## src/rtl/core/dcwcs_pkg.sv

```systemverilog
// Shared types and constants for the dual-channel window change selector.
// No dependencies; every other file in rtl/core imports this package.
`default_nettype none

package dcwcs_pkg;

   localparam int SAMPLE_W  = 17;
   localparam int RAW_W     = 10;
   localparam int RADIO_W   = 21;
   localparam int WIN_W     = 5;
   localparam int CSR_IDX_W = 3;
   localparam int CSR_DAT_W = 17;
   localparam int FRAC_BITS = 16;
   localparam int DIV_CW    = $clog2(FRAC_BITS);

   localparam logic [SAMPLE_W-1:0] ONE_Q16 = 17'd65536;

   localparam logic [RAW_W-1:0]    FULL_SCALE_RST = 10'd1023;
   localparam logic [SAMPLE_W-1:0] THRESHOLD_RST  = 17'd3277;
   localparam logic [WIN_W-1:0]    OLD_WIN_RST    = 5'd8;
   localparam logic [WIN_W-1:0]    NEW_WIN_RST    = 5'd4;

   typedef enum logic [CSR_IDX_W-1:0] {
      CSR_POTI_FULL_SCALE = 3'd0,
      CSR_RADIO_THRESHOLD = 3'd1,
      CSR_POTI_THRESHOLD  = 3'd2,
      CSR_OLD_WINDOW_SIZE = 3'd3,
      CSR_NEW_WINDOW_SIZE = 3'd4,
      CSR_RADIO_ENABLE    = 3'd5
   } csr_index_type;

   typedef enum logic [2:0] {
      ST_IDLE,
      ST_DIVIDE,
      ST_WRITE,
      ST_READ,
      ST_DRAIN,
      ST_PRODUCT,
      ST_SCALE,
      ST_DONE
   } state_type;

   typedef struct packed {
      logic load;
      logic div_step;
      logic write_hist;
      logic read_step;
      logic mul;
      logic scale;
      logic finish;
   } cmd_type;

   typedef struct packed {
      logic div_last;
      logic read_last;
      logic out_busy;
   } status_type;

endpackage

`default_nettype wire

```

## src/rtl/core/dcwcs_ctrl.sv

```systemverilog
// Sequencer for the window change selector: steps one word through divide,
// history write, history walk, products and decision. Uses dcwcs_pkg.
`default_nettype none

module dcwcs_ctrl
   import dcwcs_pkg::*;
(
   input  wire logic       clock,
   input  wire logic       reset,
   input  wire logic       req_valid,
   output logic            req_ready,
   input  wire status_type status,
   output cmd_type         cmd
);

   state_type state_ff;
   state_type state_in;

   always_ff @(posedge clock) begin
      if (reset) begin
         state_ff <= ST_IDLE;
      end else begin
         state_ff <= state_in;
      end
   end

   always_comb begin
      state_in = state_ff;
      case (state_ff)
         ST_IDLE: begin
            if (req_valid) state_in = ST_DIVIDE;
         end
         ST_DIVIDE: begin
            if (status.div_last) state_in = ST_WRITE;
         end
         ST_WRITE: begin
            state_in = ST_READ;
         end
         ST_READ: begin
            if (status.read_last) state_in = ST_DRAIN;
         end
         ST_DRAIN: begin
            state_in = ST_PRODUCT;
         end
         ST_PRODUCT: begin
            state_in = ST_SCALE;
         end
         ST_SCALE: begin
            state_in = ST_DONE;
         end
         ST_DONE: begin
            if (!status.out_busy) state_in = ST_IDLE;
         end
         default: begin
            state_in = ST_IDLE;
         end
      endcase
   end

   always_comb begin
      req_ready = 1'b0;
      cmd       = '0;
      case (state_ff)
         ST_IDLE: begin
            req_ready = 1'b1;
            cmd.load  = req_valid;
         end
         ST_DIVIDE: begin
            cmd.div_step = 1'b1;
         end
         ST_WRITE: begin
            cmd.write_hist = 1'b1;
         end
         ST_READ: begin
            cmd.read_step = 1'b1;
         end
         ST_PRODUCT: begin
            cmd.mul = 1'b1;
         end
         ST_SCALE: begin
            cmd.scale = 1'b1;
         end
         ST_DONE: begin
            cmd.finish = !status.out_busy;
         end
         default: begin
            cmd = '0;
         end
      endcase
   end

endmodule

`default_nettype wire

```

## src/rtl/core/dcwcs_datapath.sv

```systemverilog
// Datapath of the window change selector: config registers, fraction divider,
// circular history memories, window sums, products and result register. Uses dcwcs_pkg.
`default_nettype none

module dcwcs_datapath
   import dcwcs_pkg::*;
#(
   parameter int HISTORY_DEPTH = 16
)
(
   input  wire logic                       clock,
   input  wire logic                       reset,
   input  wire logic                       csr_we,
   input  wire logic [CSR_IDX_W-1:0]       csr_index,
   input  wire logic [CSR_DAT_W-1:0]       csr_wdata,
   input  wire logic [RAW_W-1:0]           req_poti_raw,
   input  wire logic                       req_radio_present,
   input  wire logic signed [RADIO_W-1:0]  req_radio_value,
   input  wire cmd_type                    cmd,
   output status_type                      status,
   output logic                            rsp_valid,
   input  wire logic                       rsp_ready,
   output logic [SAMPLE_W-1:0]             rsp_target_value,
   output logic                            rsp_radio_changed,
   output logic                            rsp_poti_changed
);

   localparam int AW = $clog2(HISTORY_DEPTH);
   localparam int CW = $clog2(HISTORY_DEPTH + 1);
   localparam int WW = (CW > WIN_W) ? CW : WIN_W;
   localparam int SW = SAMPLE_W + AW;
   localparam int PW = SW + CW;
   localparam int TW = SAMPLE_W + 2 * CW;
   localparam int HW = SAMPLE_W + CW;

   localparam logic [AW-1:0]     LAST_IDX = AW'(HISTORY_DEPTH - 1);
   localparam logic [CW-1:0]     DEPTH_C  = CW'(HISTORY_DEPTH);
   localparam logic [WW-1:0]     DEPTH_W  = WW'(HISTORY_DEPTH);
   localparam logic [DIV_CW-1:0] DIV_LAST = DIV_CW'(FRAC_BITS - 1);

   // configuration
   logic [RAW_W-1:0]    full_scale_ff;
   logic [SAMPLE_W-1:0] radio_thr_ff;
   logic [SAMPLE_W-1:0] poti_thr_ff;
   logic [WIN_W-1:0]    old_win_ff;
   logic [WIN_W-1:0]    new_win_ff;
   logic                radio_en_ff;

   always_ff @(posedge clock) begin
      if (reset) begin
         full_scale_ff <= FULL_SCALE_RST;
         radio_thr_ff  <= THRESHOLD_RST;
         poti_thr_ff   <= THRESHOLD_RST;
         old_win_ff    <= OLD_WIN_RST;
         new_win_ff    <= NEW_WIN_RST;
         radio_en_ff   <= 1'b1;
      end else if (csr_we) begin
         case (csr_index_type'(csr_index))
            CSR_POTI_FULL_SCALE: full_scale_ff <= csr_wdata[RAW_W-1:0];
            CSR_RADIO_THRESHOLD: radio_thr_ff  <= csr_wdata[SAMPLE_W-1:0];
            CSR_POTI_THRESHOLD:  poti_thr_ff   <= csr_wdata[SAMPLE_W-1:0];
            CSR_OLD_WINDOW_SIZE: old_win_ff    <= csr_wdata[WIN_W-1:0];
            CSR_NEW_WINDOW_SIZE: new_win_ff    <= csr_wdata[WIN_W-1:0];
            CSR_RADIO_ENABLE:    radio_en_ff   <= csr_wdata[0];
            default: begin
            end
         endcase
      end
   end

   logic [RAW_W-1:0] fs_eff;
   logic [WW-1:0]    old_w_ext;
   logic [WW-1:0]    new_w_ext;
   logic [CW-1:0]    old_n;
   logic [CW-1:0]    new_n;

   assign fs_eff    = (full_scale_ff == '0) ? RAW_W'(1) : full_scale_ff;
   assign old_w_ext = WW'(old_win_ff);
   assign new_w_ext = WW'(new_win_ff);
   assign old_n = (old_w_ext == '0) ? CW'(1) :
                  (old_w_ext > DEPTH_W) ? DEPTH_C : old_w_ext[CW-1:0];
   assign new_n = (new_w_ext == '0) ? CW'(1) :
                  (new_w_ext > DEPTH_W) ? DEPTH_C : new_w_ext[CW-1:0];

   // radio sample and potentiometer fraction
   logic [SAMPLE_W-1:0] newest_r_ff;
   logic [SAMPLE_W-1:0] newest_p_ff;
   logic [SAMPLE_W-1:0] rq_ff;
   logic [SAMPLE_W-1:0] rq_in;
   logic [RAW_W-1:0]    rem_ff;
   logic [FRAC_BITS-1:0] quo_ff;
   logic [DIV_CW-1:0]   div_cnt_ff;
   logic                sat_ff;
   logic [RAW_W:0]      rem2;
   logic [RAW_W:0]      rem_sub;
   logic                rem_ge;
   logic [SAMPLE_W-1:0] pq;

   always_comb begin
      if (radio_en_ff && req_radio_present) begin
         if (req_radio_value < 0) begin
            rq_in = '0;
         end else if (req_radio_value > $signed(RADIO_W'(ONE_Q16))) begin
            rq_in = ONE_Q16;
         end else begin
            rq_in = req_radio_value[SAMPLE_W-1:0];
         end
      end else begin
         rq_in = newest_r_ff;
      end
   end

   assign rem2    = {rem_ff, 1'b0};
   assign rem_ge  = rem2 >= {1'b0, fs_eff};
   assign rem_sub = rem2 - {1'b0, fs_eff};
   assign pq      = sat_ff ? ONE_Q16 : {1'b0, quo_ff};

   always_ff @(posedge clock) begin
      if (cmd.load) begin
         rq_ff      <= rq_in;
         sat_ff     <= req_poti_raw >= fs_eff;
         rem_ff     <= (req_poti_raw >= fs_eff) ? '0 : req_poti_raw;
         quo_ff     <= '0;
         div_cnt_ff <= '0;
      end else if (cmd.div_step) begin
         rem_ff     <= rem_ge ? rem_sub[RAW_W-1:0] : rem2[RAW_W-1:0];
         quo_ff     <= {quo_ff[FRAC_BITS-2:0], rem_ge};
         div_cnt_ff <= div_cnt_ff + DIV_CW'(1);
      end
   end

   // history memories, entry at wp_ff - 1 is newest
   logic [SAMPLE_W-1:0] poti_mem  [HISTORY_DEPTH];
   logic [SAMPLE_W-1:0] radio_mem [HISTORY_DEPTH];
   logic [AW-1:0]       wp_ff;
   logic [AW-1:0]       rd_addr_ff;
   logic [AW-1:0]       age_ff;
   logic [CW-1:0]       fill_ff;
   logic [SAMPLE_W-1:0] rd_p_ff;
   logic [SAMPLE_W-1:0] rd_r_ff;
   logic [AW-1:0]       tag_age_ff;
   logic                acc_en_ff;

   always_ff @(posedge clock) begin
      if (cmd.write_hist) begin
         poti_mem[wp_ff]  <= pq;
         radio_mem[wp_ff] <= rq_ff;
      end
      if (cmd.read_step) begin
         rd_p_ff <= poti_mem[rd_addr_ff];
         rd_r_ff <= radio_mem[rd_addr_ff];
      end
   end

   always_ff @(posedge clock) begin
      if (reset) begin
         wp_ff       <= '0;
         fill_ff     <= '0;
         newest_r_ff <= '0;
         newest_p_ff <= '0;
         acc_en_ff   <= 1'b0;
      end else begin
         acc_en_ff <= cmd.read_step;
         if (cmd.write_hist) begin
            wp_ff       <= (wp_ff == LAST_IDX) ? '0 : wp_ff + AW'(1);
            fill_ff     <= (fill_ff == DEPTH_C) ? fill_ff : fill_ff + CW'(1);
            newest_r_ff <= rq_ff;
            newest_p_ff <= pq;
         end
      end
   end

   always_ff @(posedge clock) begin
      if (cmd.write_hist) begin
         rd_addr_ff <= wp_ff;
         age_ff     <= '0;
      end else if (cmd.read_step) begin
         rd_addr_ff <= (rd_addr_ff == '0) ? LAST_IDX : rd_addr_ff - AW'(1);
         age_ff     <= age_ff + AW'(1);
      end
      if (cmd.read_step) tag_age_ff <= age_ff;
   end

   // window sums
   logic [SW-1:0] p_new_sum_ff;
   logic [SW-1:0] p_old_sum_ff;
   logic [SW-1:0] r_new_sum_ff;
   logic [SW-1:0] r_old_sum_ff;
   logic [CW-1:0] tag_age_c;
   logic          live;
   logic          in_new;
   logic          in_old;

   assign tag_age_c = CW'(tag_age_ff);
   assign live      = tag_age_c < fill_ff;
   assign in_new    = tag_age_c < new_n;
   assign in_old    = tag_age_c >= (DEPTH_C - old_n);

   always_ff @(posedge clock) begin
      if (cmd.write_hist) begin
         p_new_sum_ff <= '0;
         p_old_sum_ff <= '0;
         r_new_sum_ff <= '0;
         r_old_sum_ff <= '0;
      end else if (acc_en_ff && live) begin
         if (in_new) begin
            p_new_sum_ff <= p_new_sum_ff + SW'(rd_p_ff);
            r_new_sum_ff <= r_new_sum_ff + SW'(rd_r_ff);
         end
         if (in_old) begin
            p_old_sum_ff <= p_old_sum_ff + SW'(rd_p_ff);
            r_old_sum_ff <= r_old_sum_ff + SW'(rd_r_ff);
         end
      end
   end

   // cross products and threshold scaling
   logic [PW-1:0] p_a_ff, p_b_ff, r_a_ff, r_b_ff;
   logic [HW-1:0] p_t1_ff, r_t1_ff;
   logic [PW-1:0] p_diff_ff, r_diff_ff;
   logic [TW-1:0] p_t2_ff, r_t2_ff;

   always_ff @(posedge clock) begin
      if (cmd.mul) begin
         p_a_ff  <= PW'(p_old_sum_ff) * PW'(new_n);
         p_b_ff  <= PW'(p_new_sum_ff) * PW'(old_n);
         r_a_ff  <= PW'(r_old_sum_ff) * PW'(new_n);
         r_b_ff  <= PW'(r_new_sum_ff) * PW'(old_n);
         p_t1_ff <= HW'(poti_thr_ff) * HW'(old_n);
         r_t1_ff <= HW'(radio_thr_ff) * HW'(old_n);
      end
      if (cmd.scale) begin
         p_diff_ff <= (p_a_ff > p_b_ff) ? p_a_ff - p_b_ff : p_b_ff - p_a_ff;
         r_diff_ff <= (r_a_ff > r_b_ff) ? r_a_ff - r_b_ff : r_b_ff - r_a_ff;
         p_t2_ff   <= TW'(p_t1_ff) * TW'(new_n);
         r_t2_ff   <= TW'(r_t1_ff) * TW'(new_n);
      end
   end

   // decision and result word
   logic                radio_ch;
   logic                poti_ch;
   logic [SAMPLE_W-1:0] target_ff;
   logic [SAMPLE_W-1:0] target_in;
   logic                rsp_valid_ff;
   logic                rsp_radio_ff;
   logic                rsp_poti_ff;

   assign radio_ch  = TW'(r_diff_ff) > r_t2_ff;
   assign poti_ch   = TW'(p_diff_ff) > p_t2_ff;
   assign target_in = radio_ch ? newest_r_ff : (poti_ch ? newest_p_ff : target_ff);

   always_ff @(posedge clock) begin
      if (reset) begin
         target_ff    <= '0;
         rsp_valid_ff <= 1'b0;
      end else begin
         if (cmd.finish) begin
            target_ff    <= target_in;
            rsp_valid_ff <= 1'b1;
         end else if (rsp_ready) begin
            rsp_valid_ff <= 1'b0;
         end
      end
   end

   always_ff @(posedge clock) begin
      if (cmd.finish) begin
         rsp_radio_ff <= radio_ch;
         rsp_poti_ff  <= poti_ch;
      end
   end

   assign rsp_valid         = rsp_valid_ff;
   assign rsp_target_value  = target_ff;
   assign rsp_radio_changed = rsp_radio_ff;
   assign rsp_poti_changed  = rsp_poti_ff;

   assign status.div_last  = div_cnt_ff == DIV_LAST;
   assign status.read_last = age_ff == LAST_IDX;
   assign status.out_busy  = rsp_valid_ff && !rsp_ready;

endmodule

`default_nettype wire

```

## src/rtl/core/dual_channel_window_change_selector.sv

```systemverilog
// Top level of the dual-channel window change selector: joins dcwcs_ctrl and
// dcwcs_datapath. Uses dcwcs_pkg.
//
//   channel  direction  handshake            payload
//   req      in         req_valid/req_ready  poti_raw, radio_present, radio_value
//   rsp      out        rsp_valid/rsp_ready  target_value, radio_changed, poti_changed
//   csr      in         csr_we               csr_index, csr_wdata
//
// One word passes through sixteen divider steps, then one history read a cycle
// over the whole depth, then products.
// One word is in work at a time; the next is taken once the result is in the
// output register. A stalled rsp side holds that register and the next word.
// Reset is synchronous; history reads as zero until written, via a fill count.
`default_nettype none

module dual_channel_window_change_selector
   import dcwcs_pkg::*;
#(
   parameter int HISTORY_DEPTH = 16
)
(
   input  wire logic                       clock,
   input  wire logic                       reset,
   input  wire logic                       csr_we,
   input  wire logic [CSR_IDX_W-1:0]       csr_index,
   input  wire logic [CSR_DAT_W-1:0]       csr_wdata,
   input  wire logic                       req_valid,
   output logic                            req_ready,
   input  wire logic [RAW_W-1:0]           req_poti_raw,
   input  wire logic                       req_radio_present,
   input  wire logic signed [RADIO_W-1:0]  req_radio_value,
   output logic                            rsp_valid,
   input  wire logic                       rsp_ready,
   output logic [SAMPLE_W-1:0]             rsp_target_value,
   output logic                            rsp_radio_changed,
   output logic                            rsp_poti_changed
);

   cmd_type    cmd;
   status_type status;

   dcwcs_ctrl u_ctrl (
      .clock     (clock),
      .reset     (reset),
      .req_valid (req_valid),
      .req_ready (req_ready),
      .status    (status),
      .cmd       (cmd)
   );

   dcwcs_datapath #(
      .HISTORY_DEPTH (HISTORY_DEPTH)
   ) u_datapath (
      .clock             (clock),
      .reset             (reset),
      .csr_we            (csr_we),
      .csr_index         (csr_index),
      .csr_wdata         (csr_wdata),
      .req_poti_raw      (req_poti_raw),
      .req_radio_present (req_radio_present),
      .req_radio_value   (req_radio_value),
      .cmd               (cmd),
      .status            (status),
      .rsp_valid         (rsp_valid),
      .rsp_ready         (rsp_ready),
      .rsp_target_value  (rsp_target_value),
      .rsp_radio_changed (rsp_radio_changed),
      .rsp_poti_changed  (rsp_poti_changed)
   );

   a_busy_after_accept: assert property (@(posedge clock) disable iff (reset)
      req_valid && req_ready |=> !req_ready)
      else $error("block took a second word while one was in work");

   a_target_in_range: assert property (@(posedge clock) disable iff (reset)
      rsp_valid |-> rsp_target_value <= ONE_Q16)
      else $error("target above one");

   a_result_from_work: assert property (@(posedge clock) disable iff (reset)
      $rose(rsp_valid) |-> !$past(req_ready))
      else $error("result word appeared without an item in work");

endmodule

`default_nettype wire
```

## config.mk

```make
export PLATFORM = sky130hd
export DESIGN_NAME = dual_channel_window_change_selector
export DESIGN_NICKNAME = d
export VERILOG_FILES = /design/src/rtl/core/dcwcs_pkg.sv /design/src/rtl/core/dcwcs_ctrl.sv /design/src/rtl/core/dcwcs_datapath.sv /design/src/rtl/core/dual_channel_window_change_selector.sv
export SDC_FILE = /design/constraint.sdc
export NUM_CORES = 2
export LEC_CHECK = 0
export ABC_AREA = 1
export ABC_CLOCK_PERIOD_IN_PS = 15300
export BUFFER_PORTS_ARGS = -buffer_cell sky130_fd_sc_hd__buf_4
export CORE_ASPECT_RATIO = 1.2
export CORE_UTILIZATION = 45
export CTS_BUF_LIST = sky130_fd_sc_hd__clkbuf_8
export CTS_CLUSTER_SIZE = 8
export DETAILED_ROUTE_END_ITERATION = 10
export GPL_TIMING_DRIVEN = 1
export PLACE_DENSITY = 0.66
export SLEW_MARGIN = 20
export SYNTH_ARGS = -nofsm -noshare
export SYNTH_HDL_FRONTEND = slang
export SYNTH_SLANG_ARGS = --single-unit
```

## constraint.sdc

```tcl
create_clock -name clock -period 15.3 [get_ports clock]
set_clock_uncertainty 0.1 [all_clocks]
set_input_delay 1.53 -clock clock [delete_from_list [all_inputs] [get_ports clock]]
set_output_delay 1.53 -clock clock [all_outputs]
set_load 0.05 [all_outputs]
```

==> results.md <==
- The max-slew violation total from the final report is 0.
- After detailed routing, the number of vias per cell comes to 5.36.
- After routing the design area is 85000 um2.
- The worst pin sits at a relative slew slack of 20.1%.
- The worst hold path begins at u_datapath.newest_p_ff[8]$_SDFFE_PP0P_.
- The number of clock buffers added by TritonCTS is 179.
- The synthesized area divided by synthesized cell count is 8.55 um2.
- Counting distinct cell types in the post-synthesis netlist gives 55.
- The overall global routing resource usage is 25.1%.
- For this run, the leading register cell type out of synthesis is sky130_fd_sc_hd__edfxtp_1.
- Hold repair after CTS inserted 0 buffers.
- The part of the Yosys area used for sequential elements is 38.9%.
- The share of total power in sequential cells is 48.1%.
- The DRC violations left is 0.
- The floorplan core area is 173000 um2.
- In this run, post-CTS repair resized a total of 0 instances.
- The share of total power in combinational logic is 17.2%.
- The starting density of the core is 45.5%.
- From synthesis to final layout, the design area changed by 7.84%.
- For this run, the post-layout net count is 10300.
- After routing, the total negative slack on setup checks comes to 0 ns.
- The highest routing layer actually used is met5.
- The Yosys step of the flow raised 0 warnings.
- The count of buffers from port buffering is 77.
- Detailed placement ended at an HPWL of 164000 um.
- The routed design could run at a clock period as short as 6.34 ns.
- The initial antenna violation count is 2.
- The clock network burns 34.8% of the power.
- The number of placed cells counting well taps is 11300.
- The number of nets handed over by synthesis was 10300.
- The fmax is 158 MHz.
- The endpoint identified for the worst register-to-register timing path is u_datapath.p_t2_ff[21]$_DFFE_PP_.
- The fraction of layout cells with a size suffix above 1 is 5.20%.
- The final weighted congestion of routability-driven global placement is 0.949.
- The floorplan has 167 rows.
- Of all flip-flops after synthesis, the portion carrying an async set or reset was 0%.
- Detailed routing placed a total of 12700 um of wire on met3.
- In this design, the critical path's most frequently occurring cell is sky130_fd_sc_hd__nand2_1.
- Setup slack on the worst reg-to-reg path comes out at 8.96 ns.
- The total power per unit cell area is 85.6 nW/um2.
- The flow ran to the end, and the final reports show no timing, DRC or antenna violations.
- Setup repair after global routing left no endpoint under its margin.
- After clock tree synthesis, the clock-pin slew on the worst setup and hold paths is 0.06 ns.
- The count of antenna-violating nets left after detailed routing is 0.
- The count of boundary I/O pins is 78.
- After synthesis the netlist holds a flip-flop and latch count of 1098.
- The biggest cell delay along the critical path is 0.95 ns.
- The post-route clock period utilization is 41.4%.
- The total wirelength of the detailed-routed design is 223000 um.
- Detailed routing inserted a total of 62400 vias.
- The switching component of the power is 2.25 mW.
- Once routing completed, OpenROAD measured the worst setup slack at 8.96 ns.
- In this run the post-CTS setup repair buffer count came out at 0.
- The startpoint identified for the worst register-to-register timing path is u_datapath.new_w_ext[4]$_SDFFE_PP0P_.
- Of the total power, the share spent switching nets is 30.9%.
- The max-cap violation count is 0.
- The required time of the critical path is 15.90 ns.
- The path with the worst hold slack has its endpoint at u_datapath.newest_p_ff[8]$_SDFFE_PP0P_.
- The worst register-to-register path has a depth of 22.
- TritonCTS built the clock tree.
- The clock latency of the later-clocked register in the worst-skew pair is 0.96 ns.
- The transition time at the pin with the least slew margin is 1.19 ns.
- The cell-internal power is 5.03 mW.
- Counting instances, the worst hold path has a depth of 2.
- Before CTS, the worst setup slack after placement is 8.93 ns.
- The largest individual stage delay along the critical path comes from the cell sky130_fd_sc_hd__dfxtp_4.
- The setup path with the least slack is of type reg -> reg.
- In this run the worst path has a maximum fanout of 88.
- The pin count of the biggest net entering global routing is 215.
- The startpoint of the worst setup timing path is u_datapath.new_w_ext[4]$_SDFFE_PP0P_.
- The first routing iteration left 4891 violations.
- The total overflow reported by the global router is 0.
- The combined area of all synthesized cells is 78800 um2.
- The kind of end point of the critical path is a register.
- The detailed-route wire length per cell is 19.1 um.
- The number of failing hold endpoints at the final stage is 0.
- The first global-routing pass estimated 348000 um of wire.
- Traced cell by cell, the critical path runs through inv_2 -> nor2_1 -> nor2_1 -> buf_4 -> inv_2 -> buf_4 -> nor2_1 -> fa_1 -> fa_1 -> inv_1 -> fa_1 -> inv_1 -> ha_1 -> a21o_1 -> a21oi_1 -> nand2_1 -> a21boi_0 -> o21ai_0 -> nand2_1 -> nand2_1 -> nand2_1 -> nand2_1.
- The width of the die is 384 um.
- The die footprint is 177000 um2.
- The leakage power of the design is 39.3 nW.
- The number of global-route vias before repair is 62300.
- In the synthesized netlist, the number of instances is 9223.
- The floorplan die height is 460 um.
- The clock passes through at most 3 buffers.
- The clock tree synthesis step divided the H-tree into 4 levels.
- Data arrives at the worst endpoint at 6.94 ns.
- CTS placed an instance of sky130_fd_sc_hd__clkbuf_8 at the clock tree root.
- Leaving out filler cells and counting taps, the final layout contains 11600.
- The path class of the tightest hold or removal check is reg -> reg.
- The cell area after placement is 81500 um2.
- The met1 layer wirelength in the final routing is 93600 um.
- In this run, synthesis inferred 870 flip-flops with an integrated enable.
- The tree built by TritonCTS fans out to 1098 sinks.
- STA classifies the critical path startpoint as a register.
- The worst-case IR drop observed on VDD is 0.0926 mV.
- The total length of routed met2 wires is 108000 um.
- The worst hold slack is 0.366 ns.
- The number of search-and-repair iterations in the first detailed-routing pass is 6.
- The count of final setup violators is 0.
## per-stage QoR
| stage | utilization [%] | power, mW |
|---|---|---|
| floorplan | - | 4.38 |
| global placement | 47.1 | 4.77 |
| finish | 49.1 | 7.27 |
| detailed placement | 47.1 | 4.79 |
| global route | 49.1 | 7.60 |
| CTS | 49.1 | 7.32 |
## power groups by stage
stage | clock network (mW) | registers [mW] | logic (mW)
detailed placement | 0 | 3.56 | 1.23
finish | 2.53 | 3.50 | 1.25
global placement | 0 | 3.56 | 1.21
global route | 2.70 | 3.51 | 1.40
floorplan | 0 | 3.51 | 0.874
CTS | 2.58 | 3.50 | 1.24
## cell families (layout without fill, tap and decap cells)
| family | after synthesis | in the layout | synth area share, % |
|---|---|---|---|
| buffers and inverters | 1868 | 2003 | 9.16 |
| adders and majority gates | 975 | 975 | 19.7 |
| AOI/OAI and AO/OA | 1614 | 1614 | 11.7 |
| xor gates and xnor gates | 286 | 286 | 3.18 |
| DFF | 1098 | 1098 | 38.9 |
| and+or+nand+nor | 3382 | 3382 | 17.3 |
| other | 0 | 1 | 0 |
## metal layers
metal	global-route usage, %	up-vias
met1	31.9	29900
met2	43.5	2014
met5	0	-
met3	3.22	406
li1	-	30000
met4	9.54	2
## sequential cells by signal, summed over array words and instances (netlist names), 21 cells and up
| signal | count |
|---|---|
| u_datapath.p_diff_ff | 26 |
| u_datapath.p_a_ff | 26 |
| u_datapath.r_old_sum_ff | 21 |
| u_datapath.r_diff_ff | 26 |
| u_datapath.p_t2_ff | 27 |
| u_datapath.p_new_sum_ff | 21 |
| u_datapath.p_t1_ff | 22 |
| u_datapath.p_old_sum_ff | 21 |
| u_datapath.r_a_ff | 26 |
| u_datapath.poti_mem | 272 |
| u_datapath.p_b_ff | 26 |
| u_datapath.r_b_ff | 26 |
| u_datapath.r_t2_ff | 27 |
| u_datapath.r_new_sum_ff | 21 |
| u_datapath.radio_mem | 272 |
| u_datapath.r_t1_ff | 22 |
## worst max path at each step
stage / end / depth (start not counted)
after global routing: u_datapath.p_t2_ff[21]$_DFFE_PP_ / 23
after detailed placement: u_datapath.p_t2_ff[21]$_DFFE_PP_ / 22
after CTS: u_datapath.p_t2_ff[21]$_DFFE_PP_ / 22
after floorplan: u_datapath.p_a_ff[0]$_DFFE_PP_ / 2
after global placement: u_datapath.p_t2_ff[21]$_DFFE_PP_ / 22
final: u_datapath.p_t2_ff[21]$_DFFE_PP_ / 22
## final cells by class
cell class / instances / area [um2]
clock buffers: 188 / 2590
multi-input cells: 6257 / 41100
fillers: 16400 / 88200
inverters: 1539 / 5790
well taps: 2281 / 2850
repair buffers: 144 / 1090
clock inverters: 132 / 901
flip-flops and latches: 1098 / 30700
diodes: 1 / 2.50
## cell usage in the layout, fill, tap and decap left out, types with 14 or more instances in the layout
cell,n
sky130_fd_sc_hd__nor4_1,16
sky130_fd_sc_hd__o211ai_1,78
sky130_fd_sc_hd__dfxtp_1,226
sky130_fd_sc_hd__o21ai_0,625
sky130_fd_sc_hd__a21oi_1,553
sky130_fd_sc_hd__o221ai_1,97
sky130_fd_sc_hd__o21bai_1,63
sky130_fd_sc_hd__nor2_2,21
sky130_fd_sc_hd__fa_1,447
sky130_fd_sc_hd__xor2_1,195
sky130_fd_sc_hd__nor3_1,64
sky130_fd_sc_hd__inv_1,1591
sky130_fd_sc_hd__a21boi_0,17
sky130_fd_sc_hd__nand2_1,1652
sky130_fd_sc_hd__o21ai_1,22
sky130_fd_sc_hd__a211oi_1,17
sky130_fd_sc_hd__nand3_1,307
sky130_fd_sc_hd__nor2_4,22
sky130_fd_sc_hd__edfxtp_1,870
sky130_fd_sc_hd__o22ai_1,39
sky130_fd_sc_hd__nand3b_1,14
sky130_fd_sc_hd__ha_1,528
sky130_fd_sc_hd__buf_4,143
sky130_fd_sc_hd__xnor2_1,91
sky130_fd_sc_hd__clkinv_2,14
sky130_fd_sc_hd__a21o_1,52
sky130_fd_sc_hd__nand4_1,62
sky130_fd_sc_hd__clkinv_1,19
sky130_fd_sc_hd__a31oi_1,24
sky130_fd_sc_hd__inv_2,18
sky130_fd_sc_hd__nor2_1,1169
sky130_fd_sc_hd__clkbuf_8,188
## Yosys cell counts (5+ instances only)
library cell	count	area share, %
sky130_fd_sc_hd__nand2_1	1654	7.9
sky130_fd_sc_hd__inv_1	1524	7.3
sky130_fd_sc_hd__nor2_1	1194	5.7
sky130_fd_sc_hd__edfxtp_1	870	33
sky130_fd_sc_hd__o21ai_0	625	4.0
sky130_fd_sc_hd__a21oi_1	553	3.5
sky130_fd_sc_hd__ha_1	528	8.4
sky130_fd_sc_hd__fa_1	447	11
sky130_fd_sc_hd__nand3_1	307	1.9
sky130_fd_sc_hd__dfxtp_1	228	5.8
sky130_fd_sc_hd__clkbuf_1	218	1.0
sky130_fd_sc_hd__xor2_1	195	2.2
sky130_fd_sc_hd__o221ai_1	97	1.1
sky130_fd_sc_hd__xnor2_1	91	1.0
sky130_fd_sc_hd__o211ai_1	78	0.74
sky130_fd_sc_hd__nor3_1	66	0.42
sky130_fd_sc_hd__o21bai_1	63	0.60
sky130_fd_sc_hd__nand4_1	62	0.49
sky130_fd_sc_hd__a21o_1	52	0.50
sky130_fd_sc_hd__buf_2	45	0.29
sky130_fd_sc_hd__o22ai_1	39	0.31
sky130_fd_sc_hd__a31oi_1	24	0.19
sky130_fd_sc_hd__o21ai_1	22	0.14
sky130_fd_sc_hd__buf_1	20	0.095
sky130_fd_sc_hd__buf_4	20	0.19
sky130_fd_sc_hd__clkbuf_2	19	0.12
sky130_fd_sc_hd__a211oi_1	17	0.16
sky130_fd_sc_hd__a21boi_0	17	0.16
sky130_fd_sc_hd__nor4_1	16	0.13
sky130_fd_sc_hd__nor2_2	15	0.12
sky130_fd_sc_hd__nand3b_1	14	0.13
sky130_fd_sc_hd__inv_2	12	0.057
sky130_fd_sc_hd__nand2_2	11	0.087
sky130_fd_sc_hd__a221oi_1	8	0.089
sky130_fd_sc_hd__or2_2	8	0.063
sky130_fd_sc_hd__buf_6	7	0.10
sky130_fd_sc_hd__nand2_4	6	0.086
sky130_fd_sc_hd__nand3_2	6	0.076
sky130_fd_sc_hd__o21ai_2	6	0.067
sky130_fd_sc_hd__nor3b_1	5	0.048
## worst max-delay path, delay by kind of cell (launching register included)
| family | cells | cell delay, ns |
|---|---|---|
| fa+ha+maj | 4 | 1.79 |
| buf+inv | 6 | 1.53 |
| flops | 1 | 0.95 |
| compound gates | 4 | 0.82 |
| simple gates | 8 | 0.78 |
(Power assumes the default switching activity.)
